==> config.mk <==
export PLATFORM = sky130hd
export DESIGN_NAME = rgb_crossfade_engine
export DESIGN_NICKNAME = d
export VERILOG_FILES = /design/src/rtl/rgbxf_pkg.sv /design/src/rtl/rgbxf_ctrl.sv /design/src/rtl/rgbxf_datapath.sv /design/src/rtl/rgb_crossfade_engine.sv
export SDC_FILE = /design/constraint.sdc
export NUM_CORES = 1
export LEC_CHECK = 0
export ABC_AREA = 1
export CAP_MARGIN = 20
export CORE_UTILIZATION = 45
export CTS_CLUSTER_SIZE = 20
export DETAILED_ROUTE_END_ITERATION = 10
export DONT_BUFFER_PORTS = 1
export PLACE_DENSITY_LB_ADDON = 0.12
export SYNTH_ARGS = -nofsm -noshare
export SYNTH_HDL_FRONTEND = slang
export SYNTH_HIERARCHICAL = 1
export SYNTH_SLANG_ARGS = --single-unit
==> constraint.sdc <==
create_clock -name clk -period 16.1 [get_ports clk]
set_input_delay 0.805 -clock clk [delete_from_list [all_inputs] [get_ports clk]]
set_output_delay 0.805 -clock clk [all_outputs]
set_load 0.05 [all_outputs]
==> src/rtl/rgbxf_pkg.sv <==
// Package for the RGB cross-fade engine: shared widths, operation codes and
// the command and status structs between controller and datapath.
// No dependencies.
`default_nettype none

package rgbxf_pkg;

    localparam int LEVEL_W  = 8;
    localparam int LEN_IN_W = 10;
    localparam int CHAN_N   = 3;
    localparam int CHAN_W   = 2;
    localparam int QUOT_W   = 8;
    localparam int BIT_W    = $clog2(QUOT_W);

    typedef logic [1:0] op_t;

    localparam op_t OP_START = 2'd0;
    localparam op_t OP_TICK  = 2'd1;
    localparam op_t OP_SET   = 2'd2;

    typedef logic [LEVEL_W-1:0] level_t;
    typedef logic [CHAN_N-1:0][LEVEL_W-1:0] rgb_t;

    typedef struct packed {
        logic              latch;
        logic              mul;
        logic              div;
        logic              wb;
        logic              emit;
        logic [CHAN_W-1:0] chan;
    } dp_cmd_t;

    typedef struct packed {
        op_t  op;
        logic run;
        logic out_busy;
    } dp_stat_t;

endpackage

`default_nettype wire

==> src/rtl/rgbxf_ctrl.sv <==
// Controller state machine of the RGB cross-fade engine.
// Depends on rgbxf_pkg; drives the datapath by command and reads its status.
`default_nettype none

module rgbxf_ctrl
    import rgbxf_pkg::*;
(
    input  wire logic     clk,
    input  wire logic     rst_n,
    input  wire logic     item_valid,
    output logic          item_stall,
    input  dp_stat_t      stat,
    output dp_cmd_t       cmd
);

    typedef enum logic [2:0] {
        ST_IDLE,
        ST_DECODE,
        ST_MUL,
        ST_DIV,
        ST_WB,
        ST_EMIT
    } state_t;

    localparam logic [CHAN_W-1:0] CHAN_LAST = CHAN_W'(CHAN_N - 1);
    localparam logic [BIT_W-1:0]  BIT_TOP   = BIT_W'(QUOT_W - 1);

    state_t            state_reg, state_next;
    logic [CHAN_W-1:0] chan_reg, chan_next;
    logic [BIT_W-1:0]  bit_reg, bit_next;

    always_comb
    begin
        state_next = state_reg;
        chan_next  = chan_reg;
        bit_next   = bit_reg;
        unique case (state_reg)
            ST_IDLE:
            begin
                if (item_valid)
                begin
                    state_next = ST_DECODE;
                end
            end
            ST_DECODE:
            begin
                chan_next = '0;
                if (stat.op == OP_TICK && stat.run)
                begin
                    state_next = ST_MUL;
                end
                else
                begin
                    state_next = ST_EMIT;
                end
            end
            ST_MUL:
            begin
                bit_next   = BIT_TOP;
                state_next = ST_DIV;
            end
            ST_DIV:
            begin
                if (bit_reg == '0)
                begin
                    state_next = ST_WB;
                end
                else
                begin
                    bit_next = bit_reg - 1'b1;
                end
            end
            ST_WB:
            begin
                if (chan_reg == CHAN_LAST)
                begin
                    state_next = ST_EMIT;
                end
                else
                begin
                    chan_next  = chan_reg + 1'b1;
                    state_next = ST_MUL;
                end
            end
            ST_EMIT:
            begin
                if (!stat.out_busy)
                begin
                    state_next = ST_IDLE;
                end
            end
            default:
            begin
                state_next = ST_IDLE;
            end
        endcase
    end

    always_ff @(posedge clk or negedge rst_n)
    begin
        if (!rst_n)
        begin
            state_reg <= ST_IDLE;
            chan_reg  <= '0;
            bit_reg   <= '0;
        end
        else
        begin
            state_reg <= state_next;
            chan_reg  <= chan_next;
            bit_reg   <= bit_next;
        end
    end

    always_comb
    begin
        item_stall = (state_reg != ST_IDLE);
        cmd.latch  = (state_reg == ST_IDLE) && item_valid;
        cmd.mul    = (state_reg == ST_MUL);
        cmd.div    = (state_reg == ST_DIV);
        cmd.wb     = (state_reg == ST_WB);
        cmd.emit   = (state_reg == ST_EMIT) && !stat.out_busy;
        cmd.chan   = chan_reg;
    end

endmodule

`default_nettype wire

==> src/rtl/rgbxf_datapath.sv <==
// Datapath of the RGB cross-fade engine: level stores, fade state, multiplier,
// shared restoring divider and output register.
// Depends on rgbxf_pkg; sequenced by rgbxf_ctrl.
`default_nettype none

module rgbxf_datapath
    import rgbxf_pkg::*;
#(
    parameter int STEP_BITS = 10,
    parameter int LEVEL_MAX = 255
)
(
    input  wire logic                clk,
    input  wire logic                rst_n,
    input  dp_cmd_t                  cmd,
    output dp_stat_t                 stat,
    input  wire logic [1:0]          op,
    input  wire logic                group,
    input  wire logic [LEVEL_W-1:0]  red,
    input  wire logic [LEVEL_W-1:0]  green,
    input  wire logic [LEVEL_W-1:0]  blue,
    input  wire logic [LEN_IN_W-1:0] fade_length,
    output logic                     result_valid,
    input  wire logic                result_stall,
    output logic                     pwm_write,
    output logic                     pwm_group,
    output logic [LEVEL_W-1:0]       duty_red,
    output logic [LEVEL_W-1:0]       duty_green,
    output logic [LEVEL_W-1:0]       duty_blue,
    output logic                     fade_done
);

    localparam int NUM_W     = STEP_BITS + 10;
    localparam int PROD_W    = LEVEL_W + STEP_BITS;
    localparam int LVL_CAP_I = (LEVEL_MAX > 255) ? 255 : LEVEL_MAX;
    localparam level_t LVL_CAP = LEVEL_W'(LVL_CAP_I);
    localparam level_t LVL_INV = LEVEL_W'(LEVEL_MAX % 256);

    // Latched input item.
    op_t                  op_in_reg;
    logic                 grp_in_reg;
    rgb_t                 lv_in_reg, lv_in_next;
    logic [STEP_BITS-1:0] len_in_reg;
    logic [STEP_BITS+LEN_IN_W-1:0] len_ext;

    // Architectural fade state.
    rgb_t                 cur_reg   [2];
    rgb_t                 start_reg [2];
    rgb_t                 tgt_reg   [2];
    logic [STEP_BITS-1:0] step_reg;
    logic [STEP_BITS-1:0] len_reg;
    logic                 fgrp_reg;
    logic                 run_reg;

    // Per-channel working registers.
    logic [NUM_W-1:0]     rem_reg;
    logic [NUM_W-1:0]     dsh_reg;
    logic [QUOT_W-1:0]    quo_reg;
    level_t               from_reg;
    level_t               to_reg;
    logic                 up_reg;

    // Output register.
    logic                 out_valid_reg;
    logic                 write_reg;
    logic                 ogrp_reg;
    rgb_t                 duty_reg;
    logic                 done_reg;

    level_t               from_sel, to_sel, diff;
    logic                 up;
    logic [PROD_W-1:0]    prod;
    logic [NUM_W-1:0]     num_init, dsh_init;
    logic                 ge;
    level_t               res;
    logic [STEP_BITS-1:0] step_inc;
    logic                 tick_run;
    logic                 emit_write;
    logic                 emit_grp;
    rgb_t                 emit_lvl;
    rgb_t                 emit_duty;
    logic                 emit_done;

    function automatic level_t clamp_level(input level_t v);
        return (v > LVL_CAP) ? LVL_CAP : v;
    endfunction

    always_comb
    begin
        lv_in_next[0] = clamp_level(red);
        lv_in_next[1] = clamp_level(green);
        lv_in_next[2] = clamp_level(blue);
        len_ext       = (STEP_BITS + LEN_IN_W)'(fade_length);
    end

    always_ff @(posedge clk)
    begin
        if (cmd.latch)
        begin
            op_in_reg  <= op;
            grp_in_reg <= group;
            lv_in_reg  <= lv_in_next;
            len_in_reg <= len_ext[STEP_BITS-1:0];
        end
    end

    // Multiply the level difference by the step and set up the divider.
    always_comb
    begin
        from_sel = start_reg[fgrp_reg][cmd.chan];
        to_sel   = tgt_reg[fgrp_reg][cmd.chan];
        up       = (to_sel >= from_sel);
        diff     = up ? (to_sel - from_sel) : (from_sel - to_sel);
        prod     = PROD_W'(diff) * PROD_W'(step_reg);
        num_init = NUM_W'({prod, 1'b0}) + NUM_W'(len_reg);
        dsh_init = NUM_W'(len_reg) << QUOT_W;
        ge       = (rem_reg >= dsh_reg);
    end

    always_ff @(posedge clk)
    begin
        if (cmd.mul)
        begin
            rem_reg  <= num_init;
            dsh_reg  <= dsh_init;
            quo_reg  <= '0;
            from_reg <= from_sel;
            to_reg   <= to_sel;
            up_reg   <= up;
        end
        else if (cmd.div)
        begin
            rem_reg <= ge ? (rem_reg - dsh_reg) : rem_reg;
            quo_reg <= {quo_reg[QUOT_W-2:0], ge};
            dsh_reg <= dsh_reg >> 1;
        end
    end

    // The rounded offset never exceeds the difference, so no clamp is needed.
    always_comb
    begin
        if (len_reg == '0)
        begin
            res = to_reg;
        end
        else if (up_reg)
        begin
            res = from_reg + quo_reg;
        end
        else if (quo_reg >= from_reg)
        begin
            res = '0;
        end
        else
        begin
            res = from_reg - quo_reg;
        end
    end

    // Result of the item and the fade-done flag after its state update.
    always_comb
    begin
        step_inc   = step_reg + 1'b1;
        tick_run   = (op_in_reg == OP_TICK) && run_reg;
        emit_write = tick_run || (op_in_reg == OP_SET);
        emit_grp   = tick_run ? fgrp_reg : grp_in_reg;
        emit_lvl   = tick_run ? cur_reg[fgrp_reg] : lv_in_reg;
        for (int c = 0; c < CHAN_N; c++)
        begin
            if (!emit_write)
            begin
                emit_duty[c] = '0;
            end
            else if (emit_grp)
            begin
                emit_duty[c] = LVL_INV - emit_lvl[c];
            end
            else
            begin
                emit_duty[c] = emit_lvl[c];
            end
        end
        priority if (op_in_reg == OP_START)
        begin
            emit_done = (len_in_reg == '0);
        end
        else if (tick_run && (step_reg < len_reg))
        begin
            emit_done = (step_inc == len_reg);
        end
        else
        begin
            emit_done = (step_reg == len_reg);
        end
    end

    always_ff @(posedge clk or negedge rst_n)
    begin
        if (!rst_n)
        begin
            for (int g = 0; g < 2; g++)
            begin
                cur_reg[g]   <= '0;
                start_reg[g] <= '0;
                tgt_reg[g]   <= '0;
            end
            step_reg <= '0;
            len_reg  <= '0;
            fgrp_reg <= 1'b0;
            run_reg  <= 1'b0;
        end
        else if (cmd.wb)
        begin
            cur_reg[fgrp_reg][cmd.chan] <= res;
        end
        else if (cmd.emit)
        begin
            unique case (op_in_reg)
                OP_START:
                begin
                    tgt_reg[grp_in_reg]   <= lv_in_reg;
                    start_reg[grp_in_reg] <= cur_reg[grp_in_reg];
                    len_reg               <= len_in_reg;
                    fgrp_reg              <= grp_in_reg;
                    step_reg              <= '0;
                    run_reg               <= 1'b1;
                end
                OP_TICK:
                begin
                    if (run_reg)
                    begin
                        if (step_reg < len_reg)
                        begin
                            step_reg <= step_inc;
                        end
                        else
                        begin
                            run_reg             <= 1'b0;
                            start_reg[fgrp_reg] <= tgt_reg[fgrp_reg];
                        end
                    end
                end
                OP_SET:
                begin
                    cur_reg[grp_in_reg] <= lv_in_reg;
                end
                default:
                begin
                end
            endcase
        end
    end

    always_ff @(posedge clk or negedge rst_n)
    begin
        if (!rst_n)
        begin
            out_valid_reg <= 1'b0;
        end
        else if (cmd.emit)
        begin
            out_valid_reg <= 1'b1;
        end
        else if (!result_stall)
        begin
            out_valid_reg <= 1'b0;
        end
    end

    always_ff @(posedge clk)
    begin
        if (cmd.emit)
        begin
            write_reg <= emit_write;
            ogrp_reg  <= emit_write ? emit_grp : 1'b0;
            duty_reg  <= emit_duty;
            done_reg  <= emit_done;
        end
    end

    always_comb
    begin
        stat.op       = op_in_reg;
        stat.run      = run_reg;
        stat.out_busy = out_valid_reg && result_stall;
        result_valid  = out_valid_reg;
        pwm_write     = write_reg;
        pwm_group     = ogrp_reg;
        duty_red      = duty_reg[0];
        duty_green    = duty_reg[1];
        duty_blue     = duty_reg[2];
        fade_done     = done_reg;
    end

endmodule

`default_nettype wire

==> src/rtl/rgb_crossfade_engine.sv <==
// Top level of the RGB cross-fade engine: controller plus datapath.
// Depends on rgbxf_pkg, rgbxf_ctrl and rgbxf_datapath.
//
//   Channel  Handshake                    Payload
//   -------  ---------------------------  -------------------------------------
//   item     item_valid / item_stall      op, group, red, green, blue,
//                                         fade_length
//   result   result_valid / result_stall  pwm_write, pwm_group, duty_red,
//                                         duty_green, duty_blue, fade_done
//
// One item is worked on at a time and every item yields exactly one result.
// A tick during a running fade passes through the transfer, a decode state,
// then for each of the three channels a multiply state, eight steps of the
// shared restoring divider and a write-back state, then loads the result register.
// Start, set, idle ticks and the unused code go from decode straight to the load.
// Reset is asynchronous and clears all levels and the fade state to zero.
// The result register stays loaded while result_stall is high; the next item is
// still taken and worked on, and waits in its last state until the register
// is free.
`default_nettype none

module rgb_crossfade_engine
    import rgbxf_pkg::*;
#(
    parameter int STEP_BITS = 10,
    parameter int LEVEL_MAX = 255
)
(
    input  wire logic                clk,
    input  wire logic                rst_n,
    input  wire logic                item_valid,
    output logic                     item_stall,
    input  wire logic [1:0]          op,
    input  wire logic                group,
    input  wire logic [LEVEL_W-1:0]  red,
    input  wire logic [LEVEL_W-1:0]  green,
    input  wire logic [LEVEL_W-1:0]  blue,
    input  wire logic [LEN_IN_W-1:0] fade_length,
    output logic                     result_valid,
    input  wire logic                result_stall,
    output logic                     pwm_write,
    output logic                     pwm_group,
    output logic [LEVEL_W-1:0]       duty_red,
    output logic [LEVEL_W-1:0]       duty_green,
    output logic [LEVEL_W-1:0]       duty_blue,
    output logic                     fade_done
);

    // Commands flow from the controller to the datapath, status flows back.
    dp_cmd_t  cmd;
    dp_stat_t stat;

    rgbxf_ctrl u_ctrl
    (
        .clk        (clk),
        .rst_n      (rst_n),
        .item_valid (item_valid),
        .item_stall (item_stall),
        .stat       (stat),
        .cmd        (cmd)
    );

    // The datapath holds all levels, the step counter and the result register.
    rgbxf_datapath #(
        .STEP_BITS (STEP_BITS),
        .LEVEL_MAX (LEVEL_MAX)
    ) u_datapath
    (
        .clk          (clk),
        .rst_n        (rst_n),
        .cmd          (cmd),
        .stat         (stat),
        .op           (op),
        .group        (group),
        .red          (red),
        .green        (green),
        .blue         (blue),
        .fade_length  (fade_length),
        .result_valid (result_valid),
        .result_stall (result_stall),
        .pwm_write    (pwm_write),
        .pwm_group    (pwm_group),
        .duty_red     (duty_red),
        .duty_green   (duty_green),
        .duty_blue    (duty_blue),
        .fade_done    (fade_done)
    );

endmodule

`default_nettype wire

==> run metrics, run 1 <==
status finished clean; clock net sink count slightly above 300; Mapped Avg Cell Area roughly 7.9 µm²; H-tree depth 2; Hold Crit Class input port to asynchronous set/reset pin; Post-CTS Setup Inserts 0; Inserted Diodes 0; Crit Path Category flop to flop; Hold Fails Final Rpt 0; post-route ant nets 0; Starting Density a little under half; crit path max fanout between 90 and 100; Synth async-reset ratio approximately 58%; TritonCTS clock tree yes; Final Critical Period 9.16 ns; Wirelength per Cell about 20 µm; first-pass GRT wire length just under 100000 µm; commonest non-fill, non-tap cell in the layout nand2_1; number of buffers and inverters on the critical path 11; Total Nets Final around 2700; RD Place Congestion around 0.92; placed cell areas 20600 µm²; Num CTS Buffers 36; total number of vias 17600; CP startpoint kind flop; cell taking the most area after synthesis dfrtp_1; Syn-to-layout area delta 8.75%; Non-Filler Instances ~3100; clk_lat worst skew approximately 0.56 ns; core footprint ~44000 µm²; Max stage delay on crit path between 0.8 and 0.9 ns; commonest cells after routing, fill and taps aside nand2_1 (607), inv_1 (338), nor2_1 (185), a21oi_1 (184), o21ai_0 (177); Max Clock Skew around 0.023 ns; Net Count, Synth ~2800; Top delay family on crit path adder cells; fin area approximately 22000 µm²; Max Fclk ~110 MHz; post_cts resized 0; max cap viols 0; root buffer cell clkbuf_16; Post-synth EDFFs about 110; global route overflow 0; drt first pass iters 6; clock buffer depth 3; slew of the pin with the lowest slew margin around 1.1 ns; Fillers 4387; Max-slew headroom about 29%; critical path capture point type flop; Top FF cell, synth dfrtp_1; Post-Place Cells slightly above 3000; layout cell share with drive strength beyond 1 about 4.9%; crit path DAT 9.45 ns; Setup-failing EPs final 0; Seq/Total Area, Yosys 40.0%; Vias per Instance between 5 and 6; FF+latch count, synth ~300; fin crit share 56.9%; most frequent CP cell nand2_1; Slowest-stage cell, CP buf_4; largest net degree at the start of global routing around 180; buffers added on ports 0; Starting DRT DRC Count 1690; post-synth top area share between 20% and 30%; gr usage total about 28%; vias in the first global route roughly 17000; Remaining DRCs 0; Slew Viols, Final 0; Mapped Cells ~2600; wirelength, routed between 60000 and 70000 µm; initial antenna violation count 1; synthesized cell area 20100 µm²; RSZ-0062 raised after global routing false; DIE AREA roughly 45000 µm²; synth top area cells dfrtp_1 (22%), edfxtp_1 (17%), nand2_1 (11%), ha_1 (6.8%), inv_1 (6.3%); # hold bufs at CTS 1; Ys Warns 6; clk slew on worst S/H paths roughly 0.06 ns; critical path required time between 15 and 20 ns; DP Wirelength roughly 47000 µm; I/O Pins 70; Die Ht between 200 and 250 µm; Setup TNS Final 0 ns; die width roughly 210 µm; Unique masters post-synth 53; site row count 76
cell usage after synthesis (all sizes together) (34+ instances only):
library cell  count
fa               54
a21oi           186
o211ai           51
or2              34
o21ai           198
nor2            200
clkbuf           61
nand3           171
dfrtp           175
nand2           609
o22ai            54
edfxtp          111
ha              109
inv             347
area by class of cell:
cell class	count	area, µm²	area share (%)
multi-input combinational	1808	10300	47.4
inverter	352	1320	6.06
clock inverter	13	129	0.591
sequential	302	8030	36.8
timing repair buffer	20	174	0.797
clock buffer	52	1080	4.97
tap	585	732	3.36
worst paths after layout:
kind,cells past startpoint,endpoint,start,slack (ns)
worst max-delay path,42,u_datapath/rem_reg[18],u_datapath/fgrp_reg,6.94
worst min-delay path,1,u_datapath/cur_reg[46],rst_n,0.25
worst max register to register,42,u_datapath/rem_reg[18],u_datapath/fgrp_reg,6.94
worst min register to register,2,u_datapath/tgt_reg[20],u_datapath/tgt_reg[20],0.48
max in group asynchronous,1,u_datapath/start_reg[10],rst_n,15.12
min in group clk,0,u_datapath/lv_in_reg[4],red[4],0.34
logic make-up after synthesis:
group / share of synthesized area, %
AOI/OAI and AO/OA: 15.6
xor gates and xnor gates: 1.05
adders and majority gates: 12.2
buffers and inverters: 8.55
DFF: 40.0
and+or+nand+nor: 22.6
through the flow:
stage,hold slack [ns],setup slack [ns],utilization (%)
2_1_floorplan,0.452,8.72,-
3_3_place_gp,0.467,7.24,47.2
3_5_place_dp,0.473,7.06,47.2
4_1_cts,0.321,7.03,50.1
5_1_grt,0.328,6.21,50.1
6_report,0.250,6.94,50.1
worst register-to-register path: cells and delay by family, from the launching register on:
kind	cells	cell delay [ns]
XOR/XNOR	1	0.15
flip-flops	1	0.37
adder cells (fa/ha/maj)	7	3.04
buffers and inverters	11	1.89
AO/OA/AOI/OAI	3	0.58
AND/OR/NAND/NOR	20	2.88
metal layers:
layer | up-vias | GRT usage, % | routed length (µm)
met2 | 646 | 42.9 | 27500
li1 | 8412 | - | -
met4 | 0 | 8.05 | 1530
met3 | 90 | 5.90 | 4990
met1 | 8414 | 41.3 | 29400
met5 | - | 0 | 0
Power of run 1 is left out: the tool's default activity adds up to more than one toggle a clock period on the data nets, which glitch-free logic cannot reach.
==> inputs of run 2 (changes only) <==
==> constraint.sdc (replaced) <==
create_clock -name clk -period 7.4 [get_ports clk]
set_input_delay 0.37 -clock clk [delete_from_list [all_inputs] [get_ports clk]]
set_output_delay 0.37 -clock clk [all_outputs]
set_load 0.05 [all_outputs]
==> run metrics, run 2 (synthesized netlist as in run 1, its figures left out) <==
status finished clean; critical path required time 7.68 ns; Setup-failing EPs final 0; commonest non-fill, non-tap cell in the layout nand2_1; TritonCTS clock tree yes; fin crit share between 90% and 100%; Remaining DRCs 0; Slowest-stage cell, CP fa_1; slew of the pin with the lowest slew margin approximately 1.2 ns; Total Nets Final approximately 2800; Max Fclk around 140 MHz; Crit Path Category flop to flop; R2R cell count 43; Wirelength per Cell slightly above 20 µm; RD Place Congestion between 0.9 and 1; Hold Fails Final Rpt 0; CP startpoint kind flop; vias in the first global route ~17000; H-tree depth 2; core footprint about 44000 µm²; Die Ht 213 µm; commonest cells after routing, fill and taps aside nand2_1 (576), inv_1 (321), a21oi_1 (175), dfrtp_1 (173), nor2_1 (168); die width 213 µm; max cap viols 0; pre-CTS setup slack -0.0942 ns; crit path DAT 7.39 ns; Inserted Diodes 0; Starting Density about 46%; DIE AREA approximately 45000 µm²; initial antenna violation count 0; largest net degree at the start of global routing 176; final worst setup slack between 0.2 and 0.3 ns; clk_lat worst skew between 0.5 and 0.6 ns; Starting DRT DRC Count between 1500 and 2000; most frequent CP cell nand2_1; clock net sink count about 300; I/O Pins 70; root buffer cell clkbuf_16; Max Clock Skew just over 0.03 ns; critical path capture point type flop; Slew Viols, Final 0; Fin Hold WS roughly 0.23 ns; layout cell share with drive strength beyond 1 about an eighth; Num CTS Buffers 36; Vias per Instance around 5.6; clk slew on worst S/H paths roughly 0.06 ns; first-pass GRT wire length between 100000 and 150000 µm; site row count 76; drt first pass iters 5; Final Critical Period 7.10 ns; post-route ant nets 0; Syn-to-layout area delta 17.0%; Max-slew headroom 16.8%; buffers added on ports 0; crit path max fanout 8; Max stage delay on crit path 0.55 ns; gr usage total between 20% and 30%; clock buffer depth 3; global route overflow 0; Hold Crit Class input port to flop; wirelength, routed 66400 µm; hold depth 6; DP Wirelength approximately 49000 µm; total number of vias between 15000 and 20000; RSZ-0062 raised after global routing true
[run 2: cell count changes in the layout (fill, tap and decap cells not counted), moves of 12 or more]
cell	previous run	this run
ha_1	109	96
inv_1	338	321
dlygate4sd3_1	0	39
inv_2	9	21
o21ai_0	177	163
nand2_1	607	576
buf_4	18	73
nor2_2	8	20
nand2_2	2	30
nor2_1	185	168
[run 2: worst max-delay path: cells and delay by family, from the launching register on]
| family | cells | cell delay, ns |
|---|---|---|
| buffers and inverters | 11 | 0.99 |
| AO/OA/AOI/OAI | 1 | 0.14 |
| flip-flops | 1 | 0.53 |
| XOR/XNOR | 1 | 0.16 |
| adder cells (fa/ha/maj) | 7 | 2.98 |
| AND/OR/NAND/NOR | 23 | 2.02 |
[run 2: worst paths after layout]
path	end	slack (ns)	startpoint
max	u_datapath/rem_reg[18]	0.30	u_datapath/fgrp_reg
min	u_ctrl/state_reg[2]	0.23	item_valid
max reg2reg	u_datapath/rem_reg[18]	0.30	u_datapath/fgrp_reg
min reg2reg	u_datapath/tgt_reg[18]	0.49	u_datapath/tgt_reg[18]
max in group asynchronous	u_ctrl/state_reg[2]	6.15	rst_n
min in group asynchronous	u_datapath/cur_reg[21]	0.46	rst_n
[run 2: repair_timing]
item                       CTS  global route
hold endpoints to repair   213             0
setup endpoints to repair    4            11
cloned                       0             6
pin swaps                    5            58
setup buffers                2            10
resized for setup           12           151
hold buffers                40             0
[run 2: area by class of cell]
cell class | count | area [µm²]
clock inverter | 20 | 310
tap | 585 | 732
fill | 4188 | 20100
inverter | 352 | 1340
sequential | 302 | 8040
timing repair inverter | 1 | 6.26
timing repair buffer | 130 | 1260
multi-input combinational | 1808 | 10800
clock buffer | 46 | 958
[run 2: per-layer routing]
metal / vias to the layer above / global-route usage [%] / share of wire (%)
met5: - / 0 / 0
met2: 662 / 44.0 / 43
li1: 8615 / - / -
met4: 0 / 9.21 / 2.7
met3: 102 / 6.38 / 7.9
met1: 8810 / 41.9 / 46
[run 2: metrics by stage]
stage	instance area (µm²)	util (%)	instances	setup TNS [ns]
2_1_floorplan	20100	-	2554	0
3_3_place_gp	21000	48.2	3118	0
3_5_place_dp	21000	48.2	3118	-0.186
4_1_cts	22700	52.2	3226	0
5_1_grt	23500	53.9	3244	-0.184
6_report	23500	53.9	3244	0
Power of run 2 is left out for the same reason.
==> inputs of run 3 (changes only) <==
--- a/config.mk
+++ b/config.mk
@@ -7,7 +7,9 @@
 export LEC_CHECK = 0
 export ABC_AREA = 1
 export CAP_MARGIN = 20
-export CORE_UTILIZATION = 45
+export CELL_PAD_IN_SITES_DETAIL_PLACEMENT = 0
+export CELL_PAD_IN_SITES_GLOBAL_PLACEMENT = 2
+export CORE_UTILIZATION = 35
 export CTS_CLUSTER_SIZE = 20
 export DETAILED_ROUTE_END_ITERATION = 10
 export DONT_BUFFER_PORTS = 1
==> run metrics, run 3 (synthesized netlist as in run 1, its figures left out) <==
status finished clean; critical path capture point type flop; Max-slew headroom a little over a fifth; Crit Path Category flop to flop; Vias per Instance between 5 and 6; layout cell share with drive strength beyond 1 12.3%; commonest non-fill, non-tap cell in the layout nand2_1; clk_lat worst skew between 0.5 and 0.6 ns; Syn-to-layout area delta 18.8%; most frequent CP cell nand2_2; root buffer cell clkbuf_16; gr usage total between 20% and 30%; fin crit share 96.1%; drt first pass iters 5; core footprint 56500 µm²; Starting DRT DRC Count ~1200; total number of vias around 18000; Num CTS Buffers 38; I/O Pins 70; Post-Place Cells ~3300; clock net sink count just over 300; final worst setup slack roughly 0.29 ns; largest net degree at the start of global routing about 180; max cap viols 0; vias in the first global route 17400; grt met2 use 42.7%; GR Util met3 under 10%; initial antenna violation count 1; GR Util met1 a little under a third; die width 241 µm; Wirelength per Cell approximately 20 µm; Max Fclk ~140 MHz; Non-Filler Instances 3446; clock buffer depth 3; wirelength, routed ~70000 µm; total area of sequential cells approximately 8000 µm²; Max stage delay on crit path 0.51 ns; first-pass GRT wire length 106000 µm; Slew Viols, Final 0; Starting Density a little over a third; footprint of the multi-input gates around 11000 µm²; site row count 87; Inserted Diodes 0; Setup-failing EPs final 0; Max Clock Skew about 0.031 ns; commonest cells after routing, fill and taps aside nand2_1 (581), inv_1 (325), a21oi_1 (177), dfrtp_1 (173), nor2_1 (167); global routing's busiest layer met2; Fin Hold WS between 0.15 and 0.2 ns; TritonCTS clock tree yes; clk slew on worst S/H paths 0.06 ns; DP Wirelength between 50000 and 60000 µm; DIE AREA about 60000 µm²; buffers added on ports 0; Total Nets Final roughly 2900; crit path max fanout 7; Hold Fails Final Rpt 0; H-tree depth 2; Final Critical Period slightly above 7 ns; CP startpoint kind flop; Die Ht between 200 and 250 µm; Fillers about 5800; slew of the pin with the lowest slew margin roughly 1.2 ns; pre-CTS setup slack -0.161 ns; global route overflow 0; RD Place Congestion roughly 0.90; Remaining DRCs 0; post-route ant nets 0; Hold Crit Class input port to flop; crit path DAT about 7.4 ns; Slowest-stage cell, CP fa_1; critical path required time about 7.7 ns; R2R Setup Slk 0.29 ns
-- run 3: per-layer routing --
| layer | share of wire (%) | vias up | wire length, µm |
|---|---|---|---|
| met5 | 0 | - | 0 |
| met4 | 2.9 | 0 | 2040 |
| met3 | 3.4 | 82 | 2370 |
| met2 | 50 | 382 | 35300 |
| met1 | 44 | 8542 | 30600 |
| li1 | - | 8684 | - |
-- run 3: critical path, delay by kind of cell, from the launching register on --
kind | cells | cell delay (ns)
DFF | 1 | 0.45
buffers and inverters | 10 | 1.04
adders and majority gates | 7 | 2.81
AOI/OAI and AO/OA | 3 | 0.45
xor gates and xnor gates | 1 | 0.16
and+or+nand+nor | 18 | 1.92
-- run 3: final cells by class --
class | count | share of cell area, %
Multi-Input combinational cell | 1808 | 45.2
Sequential cell | 302 | 33.7
Timing Repair Buffer | 162 | 6.22
Inverter | 352 | 5.59
Clock buffer | 51 | 4.54
Tap cell | 756 | 3.97
Clock inverter | 15 | 0.766
-- run 3: worst paths after layout --
path,cells past startpoint,end,from
min in group asynchronous,2,u_datapath/tgt_reg[12],rst_n
max in group asynchronous,2,u_datapath/step_reg[6],rst_n
worst max-delay path,39,u_datapath/rem_reg[12],u_datapath/fgrp_reg
worst min-delay path,2,u_datapath/op_in_reg[1],item_valid
worst min register to register,2,u_datapath/tgt_reg[20],u_datapath/tgt_reg[20]
worst max register to register,39,u_datapath/rem_reg[12],u_datapath/fgrp_reg
-- run 3: metrics by stage --
stage               util (%)  setup TNS, ns  area (µm²)
floorplan                  -              0       20100
global placement        38.0        -0.0819       21400
detailed placement      38.0         -0.620       21400
CTS                     41.0              0       23200
global route            42.2         -0.119       23800
finish                  42.2              0       23800
-- run 3: what timing repair did --
| action | 4_1_cts | 5_1_grt |
|---|---|---|
| endpoints found under the setup margin | 7 | 11 |
| setup buffers | 1 | 14 |
| gates cloned | 1 | 3 |
| resized for setup | 8 | 127 |
| hold buffers | 40 | 0 |
| pin swaps | 2 | 36 |
| hold endpoints to repair | 213 | 0 |
Power of run 3 is left out for the same reason.
